`config.mk`:
```
export PLATFORM = sky130hd
export DESIGN_NAME = pd_sink_attach_event_controller_unit
export DESIGN_NICKNAME = d
export VERILOG_FILES = /design/src/design/psaec_pkg.sv /design/src/design/pd_sink_attach_event_controller_unit.sv
export SDC_FILE = /design/constraint.sdc
export NUM_CORES = 1
export LEC_CHECK = 0
export BUFFER_PORTS_ARGS = -buffer_cell sky130_fd_sc_hd__buf_4
export CAP_MARGIN = 5
export CORE_UTILIZATION = 45
export DETAILED_ROUTE_END_ITERATION = 6
export PLACE_DENSITY = 0.73
export SKIP_CTS_REPAIR_TIMING = 1
export SYNTH_ARGS = -nofsm -noshare
export SYNTH_HDL_FRONTEND = slang
export SYNTH_SLANG_ARGS = --single-unit
```
`constraint.sdc`:
```
create_clock -name clk -period 6.7 [get_ports clk]
set_input_delay 1.34 -clock clk [delete_from_list [all_inputs] [get_ports clk]]
set_output_delay 1.34 -clock clk [all_outputs]
set_load 0.01 [all_outputs]
```
`src/design/psaec_pkg.sv`:
```
// Package with the types and constants shared by the sink attach event controller.
package psaec_pkg;

    // Request kinds carried in the req_type field.
    localparam logic [1:0] REQ_START = 2'd0;
    localparam logic [1:0] REQ_TICK  = 2'd1;
    localparam logic [1:0] REQ_IRQ   = 2'd2;

    // Attach phases.
    typedef enum logic [2:0] {
        PH_IDLE  = 3'd0,
        PH_MON   = 3'd1,
        PH_MEAS  = 3'd2,
        PH_ATT   = 3'd3,
        PH_RETRY = 3'd4
    } phase_t;

    // CC line codes.
    localparam logic [1:0] LINE_NONE = 2'd0;
    localparam logic [1:0] LINE_CC1  = 2'd1;
    localparam logic [1:0] LINE_CC2  = 2'd2;

    // Toggle status codes that select a sink line.
    localparam logic [2:0] TOG_SNK_CC1 = 3'd5;
    localparam logic [2:0] TOG_SNK_CC2 = 3'd6;

    // SOP codes below this value are invalid; the kind is SOP_KIND_BASE minus the code.
    localparam logic [2:0] SOP_MIN_VALID = 3'd3;
    localparam logic [2:0] SOP_KIND_BASE = 3'd7;

    // Configuration register indexes.
    localparam int unsigned CFG_INDEX_W = 2;
    localparam logic [CFG_INDEX_W-1:0] CFG_MEAS_TIMEOUT = 2'd0;
    localparam logic [CFG_INDEX_W-1:0] CFG_RETRY_WAIT   = 2'd1;

    localparam int unsigned TICK_W = 16;
    localparam logic [TICK_W-1:0] MEAS_TIMEOUT_RESET = 16'd300;
    localparam logic [TICK_W-1:0] RETRY_WAIT_RESET   = 16'd500;

    typedef struct packed {
        logic [1:0] req_type;
        logic       hard_reset_flag;
        logic       toggle_done_flag;
        logic [2:0] toggle_status;
        logic       vbus_change_flag;
        logic       vbus_present;
        logic       retry_fail_flag;
        logic       tx_sent_flag;
        logic       tx_fifo_empty;
        logic       crc_flag;
        logic       crc_good;
        logic [7:0] sop_token;
    } in_t;

    typedef struct packed {
        logic [2:0] phase;
        logic [1:0] active_line;
        logic       hard_reset_report;
        logic       voltage_report_valid;
        logic [1:0] voltage_report_line;
        logic       tx_failed;
        logic       tx_succeeded;
        logic       oscillator_off;
        logic       rx_flush;
        logic       rx_accept;
        logic [2:0] rx_sop_kind;
    } out_t;

endpackage

```
`src/design/pd_sink_attach_event_controller_unit.sv`:
```
// Top level of the sink attach event controller.
//
// This block tracks the sink side of a USB Type-C / USB-PD attach. Each request on the input
// channel is a start request, a time tick or a batch of interrupt flags, and each request gives
// exactly one result on the output channel. A request passes through an input register, is
// decided by shallow combinational logic against the phase, line and tick counter, and lands in
// the result register, so a request can be taken in every cycle and its result is presented
// from the result register; the input side keeps accepting while a result waits to be taken,
// stalling only when both registers are full. Interrupt flags are handled in a fixed order: a
// hard reset enters retry waiting and ends the request; toggle done selects measuring on CC1 or
// CC2, or retry waiting for any other status; a VBUS change attaches or detaches and ends the
// request; then the transmit outcomes and the receive CRC and SOP classification are reported.
// Interrupts before the first start request are ignored. Measuring and retry waiting time out
// after the number of ticks held in the two configuration registers, which should only be
// written while no request is in flight.
module pd_sink_attach_event_controller_unit (
    input  logic                                clk,
    input  logic                                rst_n,
    input  logic                                in_valid,
    output logic                                in_ready,
    input  psaec_pkg::in_t                      in_data,
    output logic                                out_valid,
    input  logic                                out_ready,
    output psaec_pkg::out_t                     out_data,
    input  logic                                cfg_valid,
    output logic                                cfg_ready,
    input  logic [psaec_pkg::CFG_INDEX_W-1:0]   cfg_index,
    input  logic [psaec_pkg::TICK_W-1:0]        cfg_data
);

    // Configuration registers.
    logic [psaec_pkg::TICK_W-1:0] meas_timeout_reg;
    logic [psaec_pkg::TICK_W-1:0] retry_wait_reg;

    // Input register stage.
    logic           in_valid_reg;
    psaec_pkg::in_t in_data_reg;

    // Result register stage.
    logic            out_valid_reg;
    psaec_pkg::out_t out_data_reg;
    psaec_pkg::out_t out_data_next;

    // Attach state.
    psaec_pkg::phase_t            phase_reg;
    psaec_pkg::phase_t            phase_next;
    logic [1:0]                   line_reg;
    logic [1:0]                   line_next;
    logic [psaec_pkg::TICK_W-1:0] wait_counter_reg;
    logic [psaec_pkg::TICK_W-1:0] wait_counter_next;

    logic advance;

    // The decision stage moves whenever the result register is free or being emptied.
    assign advance   = !out_valid_reg || out_ready;
    assign in_ready  = !in_valid_reg || advance;
    assign cfg_ready = 1'b1;
    assign out_valid = out_valid_reg;
    assign out_data  = out_data_reg;

    always_ff @(posedge clk or negedge rst_n)
    begin
        if (!rst_n)
        begin
            meas_timeout_reg <= psaec_pkg::MEAS_TIMEOUT_RESET;
            retry_wait_reg   <= psaec_pkg::RETRY_WAIT_RESET;
        end
        else if (cfg_valid && cfg_ready)
        begin
            if (cfg_index == psaec_pkg::CFG_MEAS_TIMEOUT)
            begin
                meas_timeout_reg <= cfg_data;
            end
            else if (cfg_index == psaec_pkg::CFG_RETRY_WAIT)
            begin
                retry_wait_reg <= cfg_data;
            end
        end
    end

    always_ff @(posedge clk or negedge rst_n)
    begin
        if (!rst_n)
        begin
            in_valid_reg <= 1'b0;
        end
        else if (in_ready)
        begin
            in_valid_reg <= in_valid;
        end
    end

    always_ff @(posedge clk)
    begin
        if (in_valid && in_ready)
        begin
            in_data_reg <= in_data;
        end
    end

    // Result valid updates on every advance; the attach state only as a request leaves.
    always_ff @(posedge clk or negedge rst_n)
    begin
        if (!rst_n)
        begin
            out_valid_reg    <= 1'b0;
            phase_reg        <= psaec_pkg::PH_IDLE;
            line_reg         <= psaec_pkg::LINE_NONE;
            wait_counter_reg <= '0;
        end
        else if (advance)
        begin
            out_valid_reg <= in_valid_reg;
            if (in_valid_reg)
            begin
                phase_reg        <= phase_next;
                line_reg         <= line_next;
                wait_counter_reg <= wait_counter_next;
            end
        end
    end

    always_ff @(posedge clk)
    begin
        if (advance && in_valid_reg)
        begin
            out_data_reg <= out_data_next;
        end
    end

    // Decision logic for the request held in the input register. Each step sees the state
    // left by the steps before it, so a VBUS change judges attachment after toggle handling.
    always_comb
    begin
        psaec_pkg::phase_t            ph;
        logic [1:0]                   ln;
        logic [psaec_pkg::TICK_W-1:0] cnt;
        logic [psaec_pkg::TICK_W-1:0] cnt_inc;
        logic [psaec_pkg::TICK_W-1:0] limit;
        logic                         done;
        logic                         hr;
        logic                         vv;
        logic [1:0]                   vl;
        logic                         txf;
        logic                         txs;
        logic                         osc;
        logic                         flush;
        logic                         acc;
        logic [2:0]                   kind;
        logic [2:0]                   sop_code;

        ph       = phase_reg;
        ln       = line_reg;
        cnt      = wait_counter_reg;
        cnt_inc  = wait_counter_reg + 1'b1;
        limit    = (phase_reg == psaec_pkg::PH_MEAS) ? meas_timeout_reg : retry_wait_reg;
        done     = 1'b0;
        hr       = 1'b0;
        vv       = 1'b0;
        vl       = psaec_pkg::LINE_NONE;
        txf      = 1'b0;
        txs      = 1'b0;
        osc      = 1'b0;
        flush    = 1'b0;
        acc      = 1'b0;
        kind     = '0;
        sop_code = in_data_reg.sop_token[7:5];

        if (in_data_reg.req_type == psaec_pkg::REQ_START)
        begin
            ph  = psaec_pkg::PH_MON;
            ln  = psaec_pkg::LINE_NONE;
            cnt = '0;
        end
        else if (in_data_reg.req_type == psaec_pkg::REQ_TICK)
        begin
            if (phase_reg == psaec_pkg::PH_MEAS || phase_reg == psaec_pkg::PH_RETRY)
            begin
                cnt = cnt_inc;
                if (cnt_inc >= limit)
                begin
                    cnt = '0;
                    if (phase_reg == psaec_pkg::PH_MEAS)
                    begin
                        ph = psaec_pkg::PH_RETRY;
                        ln = psaec_pkg::LINE_NONE;
                        vv = 1'b1;
                    end
                    else
                    begin
                        ph = psaec_pkg::PH_MON;
                    end
                end
            end
        end
        else if (in_data_reg.req_type == psaec_pkg::REQ_IRQ && phase_reg != psaec_pkg::PH_IDLE)
        begin
            if (in_data_reg.hard_reset_flag)
            begin
                ph   = psaec_pkg::PH_RETRY;
                ln   = psaec_pkg::LINE_NONE;
                cnt  = '0;
                vv   = 1'b1;
                hr   = 1'b1;
                done = 1'b1;
            end

            if (!done && in_data_reg.toggle_done_flag)
            begin
                cnt = '0;
                if (in_data_reg.toggle_status == psaec_pkg::TOG_SNK_CC1)
                begin
                    ph = psaec_pkg::PH_MEAS;
                    ln = psaec_pkg::LINE_CC1;
                end
                else if (in_data_reg.toggle_status == psaec_pkg::TOG_SNK_CC2)
                begin
                    ph = psaec_pkg::PH_MEAS;
                    ln = psaec_pkg::LINE_CC2;
                end
                else
                begin
                    ph = psaec_pkg::PH_RETRY;
                    ln = psaec_pkg::LINE_NONE;
                    vv = 1'b1;
                    vl = psaec_pkg::LINE_NONE;
                end
            end

            if (!done && in_data_reg.vbus_change_flag)
            begin
                if (!in_data_reg.vbus_present && ph == psaec_pkg::PH_ATT)
                begin
                    ph   = psaec_pkg::PH_RETRY;
                    ln   = psaec_pkg::LINE_NONE;
                    cnt  = '0;
                    vv   = 1'b1;
                    vl   = psaec_pkg::LINE_NONE;
                    done = 1'b1;
                end
                else if (in_data_reg.vbus_present && ph != psaec_pkg::PH_ATT)
                begin
                    ph   = psaec_pkg::PH_ATT;
                    cnt  = '0;
                    vv   = 1'b1;
                    vl   = ln;
                    done = 1'b1;
                end
            end

            if (!done)
            begin
                txf = in_data_reg.retry_fail_flag;
                txs = in_data_reg.tx_sent_flag;
                osc = in_data_reg.tx_sent_flag && in_data_reg.tx_fifo_empty;
                if (in_data_reg.crc_flag)
                begin
                    if (!in_data_reg.crc_good || sop_code < psaec_pkg::SOP_MIN_VALID)
                    begin
                        flush = 1'b1;
                    end
                    else
                    begin
                        acc  = 1'b1;
                        kind = psaec_pkg::SOP_KIND_BASE - sop_code;
                    end
                end
            end
        end

        phase_next        = ph;
        line_next         = ln;
        wait_counter_next = cnt;

        out_data_next.phase                = ph;
        out_data_next.active_line          = ln;
        out_data_next.hard_reset_report    = hr;
        out_data_next.voltage_report_valid = vv;
        out_data_next.voltage_report_line  = vl;
        out_data_next.tx_failed            = txf;
        out_data_next.tx_succeeded         = txs;
        out_data_next.oscillator_off       = osc;
        out_data_next.rx_flush             = flush;
        out_data_next.rx_accept            = acc;
        out_data_next.rx_sop_kind          = kind;
    end

`ifndef SYNTHESIS
    // The tick counter only runs in the two timed phases and is cleared on every phase entry.
    a_counter_idle: assert property (@(posedge clk) disable iff (!rst_n)
        (phase_reg != psaec_pkg::PH_MEAS && phase_reg != psaec_pkg::PH_RETRY)
            |-> (wait_counter_reg == '0))
        else $error("tick counter not cleared outside a timed phase");

    // Only measuring and attached may hold a selected CC line.
    a_line_cleared: assert property (@(posedge clk) disable iff (!rst_n)
        (phase_reg != psaec_pkg::PH_MEAS && phase_reg != psaec_pkg::PH_ATT)
            |-> (line_reg == psaec_pkg::LINE_NONE))
        else $error("CC line held outside measuring or attached");

    // A received message is either flushed or accepted, never both.
    a_rx_exclusive: assert property (@(posedge clk) disable iff (!rst_n)
        out_valid_reg |-> !(out_data_reg.rx_flush && out_data_reg.rx_accept))
        else $error("receive flush and accept in one result");

    // A hard reset always leaves the block in retry waiting with no line.
    a_hard_reset_retry: assert property (@(posedge clk) disable iff (!rst_n)
        (out_valid_reg && out_data_reg.hard_reset_report)
            |-> (out_data_reg.phase == psaec_pkg::PH_RETRY
                 && out_data_reg.active_line == psaec_pkg::LINE_NONE))
        else $error("hard reset result not in retry waiting");

    // A voltage report naming a line is only issued on attaching.
    a_report_attached: assert property (@(posedge clk) disable iff (!rst_n)
        (out_valid_reg && out_data_reg.voltage_report_valid
         && out_data_reg.voltage_report_line != psaec_pkg::LINE_NONE)
            |-> (out_data_reg.phase == psaec_pkg::PH_ATT))
        else $error("line report issued outside attached");
`endif

endmodule
```
==> results.py <==
metrics = {
    "route": {
        "drc": 0,
        "drt_wl_total_um": 9200,
        "num_vias": 3252,
        "viasPerCell": 5.60,
        "drt_iter0_markers": 160,
        "ant_nets": 0,
        "first_pass_iters": 5,
        "wl_per_cell_um": 15.8,
    },
    "cts": {
        "cts_made_buffers": 9,
        "htree_levels": 3,
        "clk_latency_ns": 0.36,
        "cts_tree": "built",
        "cts-root-buf": "clkbuf_8",
        "clk_pin_slew_worst_paths_ns": 0.09,
        "cts_buffer_depth": 2,
        "cts_sinks": 89,
    },
    "critical_path": {
        "cp_max_fo": 10,
        "critical_path_required_ns": 7.00,
        "endpoint_kind": "flop",
        "worstPathCellList": "ha_1 > and3_1 > and3_1 > nand3_1 > nor2_1 > xor2_1 > ha_1 > nand4_1 > nor2_1 > a211oi_4 > nand3b_2 > a311oi_2 > mux2_2",
        "arrival_ns": 4.07,
        "cp_slowest_stage_delay_ns": 0.47,
        "crit_path_start_kind": "flop",
        "worstSetupPathType": "flop to flop",
        "cpMaxStageDelayCell": "a211oi_4",
    },
    "timing": {
        "slew_violations": 0,
        "tns_ns": 0,
        "finalHoldViolCount": 0,
        "worst_pin_slew_ns": 0.828,
        "max_slew_margin_pct": 44.7,
        "skew_ns": 0.00918,
        "hold_slack_ns": 0.510,
        "timing.final.crit_share_pct": 56.3,
        "fmax_ghz": 0.265,
        "setup_viol": 0,
        "rsz0062_at_grt": "no",
        "fin_crit_ns": 3.77,
    },
    "pwr": {
        "ir_worst_vdd_mv": 0.146,
        "total_switching_power_mw": 0.403,
        "pwr-share-comb_pct": 21.5,
        "p_int_mw": 0.987,
        "p_leak_nw": 2.32,
        "switching_share_pct": 29.0,
        "p_clk_share_pct": 28.5,
        "pwr-share-seq_pct": 49.9,
        "power_density_nw_per_um2": 257,
    },
    "placement": {
        "gp_congestion": 0.838,
        "dpl.hpwl_um": 6450,
        "port_buffers": 58,
    },
    "grt": {
        "grt_pass1_wl_um": 15400,
        "grt_start_max_net_pins": 56,
        "grt-ovfl-total": 0,
        "grt_util_all_layers_pct": 18.0,
        "grt_pass1_vias": 3238,
        "antenna_found_initial": 0,
    },
    "synthesis": {
        "syn_avg_cell_area_um2": 12.0,
        "netlist-cell-type-count": 67,
        "synth_commonest_cells": "dfrtp_1 (45), mux2_2 (35), edfxtp_1 (34), nand2_1 (27), nor2_1 (19)",
        "syn_nets": 450,
        "syn-cell-area_um2": 4660,
        "yosysSeqAreaShare_pct": 51.7,
        "synth_seq_cells": 89,
        "postSynth.asyncResetShare_pct": 61.8,
        "synth_edf_count": 34,
        "yosysWarningCount": 0,
        "synth_ff_type": "dfrtp_1",
        "yosysMostFrequentCell": "dfrtp_1",
        "syn-instance-count": 388,
        "synth.largest_area_cell": "dfrtp_1",
        "netlist.area_leader.share_pct": 24.2,
        "synth_area_leaders": "dfrtp_1 (24%), edfxtp_1 (22%), mux2_2 (8.5%)",
    },
    "finish": {
        "syn2layout_area_growth_pct": 16.2,
        "drive_gt1_share_pct": 31.0,
        "multi_input_area_um2": 2140,
        "fin_nets": 505,
        "seq_area_um2": 2410,
        "num_antenna_cells": 0,
        "fillCellCount": 850,
    },
    "die": {
        "fp.dieArea_um2": 10800,
        "io_pins": 65,
        "die_w_um": 104,
        "start_util_pct": 47.0,
        "core_um2": 9910,
        "die_y_um": 104,
        "num_rows": 36,
    },
    "worst_hold_path": {
        "hp-class": "flop to flop",
    },
    "run": {
        "cap_violations": 0,
    },
    "status": {
        "status": "finished, final reports clean",
    },
}
worst paths after layout:
check                                     start                    to  slack [ns]  cells past startpoint
setup / recovery            wait_counter_reg[0]           line_reg[0]        2.93                     13
hold / removal             wait_counter_reg[15]  wait_counter_reg[15]        0.51                      1
setup reg to reg            wait_counter_reg[0]           line_reg[0]        2.93                     13
hold reg to reg            wait_counter_reg[15]  wait_counter_reg[15]        0.51                      1
max in group asynchronous                 rst_n   meas_timeout_reg[0]        5.22                      1
min in group asynchronous                 rst_n  meas_timeout_reg[10]        1.02                      1
metrics by stage:
stage	utilization (%)	instances	cell area [um^2]	power, mW	worst slack [ns]
after floorplan	-	388	4660	0.912	3.52
after global placement	52.5	565	5200	0.987	3.06
after detailed placement	52.5	565	5200	1.00	2.99
after CTS	54.6	581	5410	1.40	2.96
after global routing	54.6	581	5410	1.46	2.66
final	54.6	581	5410	1.39	2.93
placed cells by master, fill, tap and decap left out, types with 5 or more instances in the layout:
| cell | instances |
|---|---|
| nor3_1 | 6 |
| and3_1 | 8 |
| o21bai_1 | 5 |
| dfrtp_1 | 45 |
| mux2_2 | 35 |
| ha_1 | 17 |
| a21o_1 | 10 |
| xnor2_1 | 7 |
| mux2i_1 | 15 |
| a32o_1 | 5 |
| nand2b_1 | 5 |
| edfxtp_1 | 34 |
| nor2_1 | 19 |
| clkbuf_8 | 9 |
| xor2_1 | 5 |
| nand2_1 | 27 |
| a21oi_1 | 18 |
| dfstp_2 | 10 |
| nand3_1 | 15 |
| o21ai_0 | 6 |
| buf_4 | 61 |
metal layers:
metal	routed length (um)	GRT usage [%]	vias up
met5	0	0	-
li1	-	-	1565
met4	115	6.12	0
met3	360	3.84	9
met2	4750	31.5	83
met1	3970	21.9	1595
critical path: cells and delay by family, from the launching register on:
| kind | cells | cell delay [ns] |
|---|---|---|
| xor gates and xnor gates | 1 | 0.23 |
| AOI/OAI and AO/OA | 2 | 0.87 |
| and+or+nand+nor | 7 | 1.40 |
| DFF | 1 | 0.43 |
| muxes | 1 | 0.20 |
| adders and majority gates | 2 | 0.55 |
kinds of logic (layout without fill, tap and decap cells):
kind of cell	count (synthesis)	after routing	synth area share [%]
and+or+nand+nor	117	117	14.0
muxes	50	50	11.7
xor gates and xnor gates	12	12	2.26
adders and majority gates	17	17	4.56
DFF	89	89	51.7
AOI/OAI and AO/OA	79	79	13.3
other	1	1	0.0805
buffers and inverters	23	83	2.42
power groups by stage:
stage	Sequential, mW	Clock [mW]	Combinational [mW]
floorplan	0.681	0	0.230
global placement	0.701	0	0.286
detailed placement	0.705	0	0.297
CTS	0.694	0.403	0.300
global route	0.705	0.426	0.332
finish	0.695	0.397	0.300
cell type report:
type                            instances  share of cell area [%]
Tap cell                              133                    3.07
Timing Repair Buffer                   61                    8.46
Sequential cell                        89                    44.5
Clock inverter                          5                    1.09
Clock buffer                           11                    2.84
Inverter                                6                   0.416
Multi-Input combinational cell        276                    39.6
No activity file was read; power rests on OpenSTA's default activity.
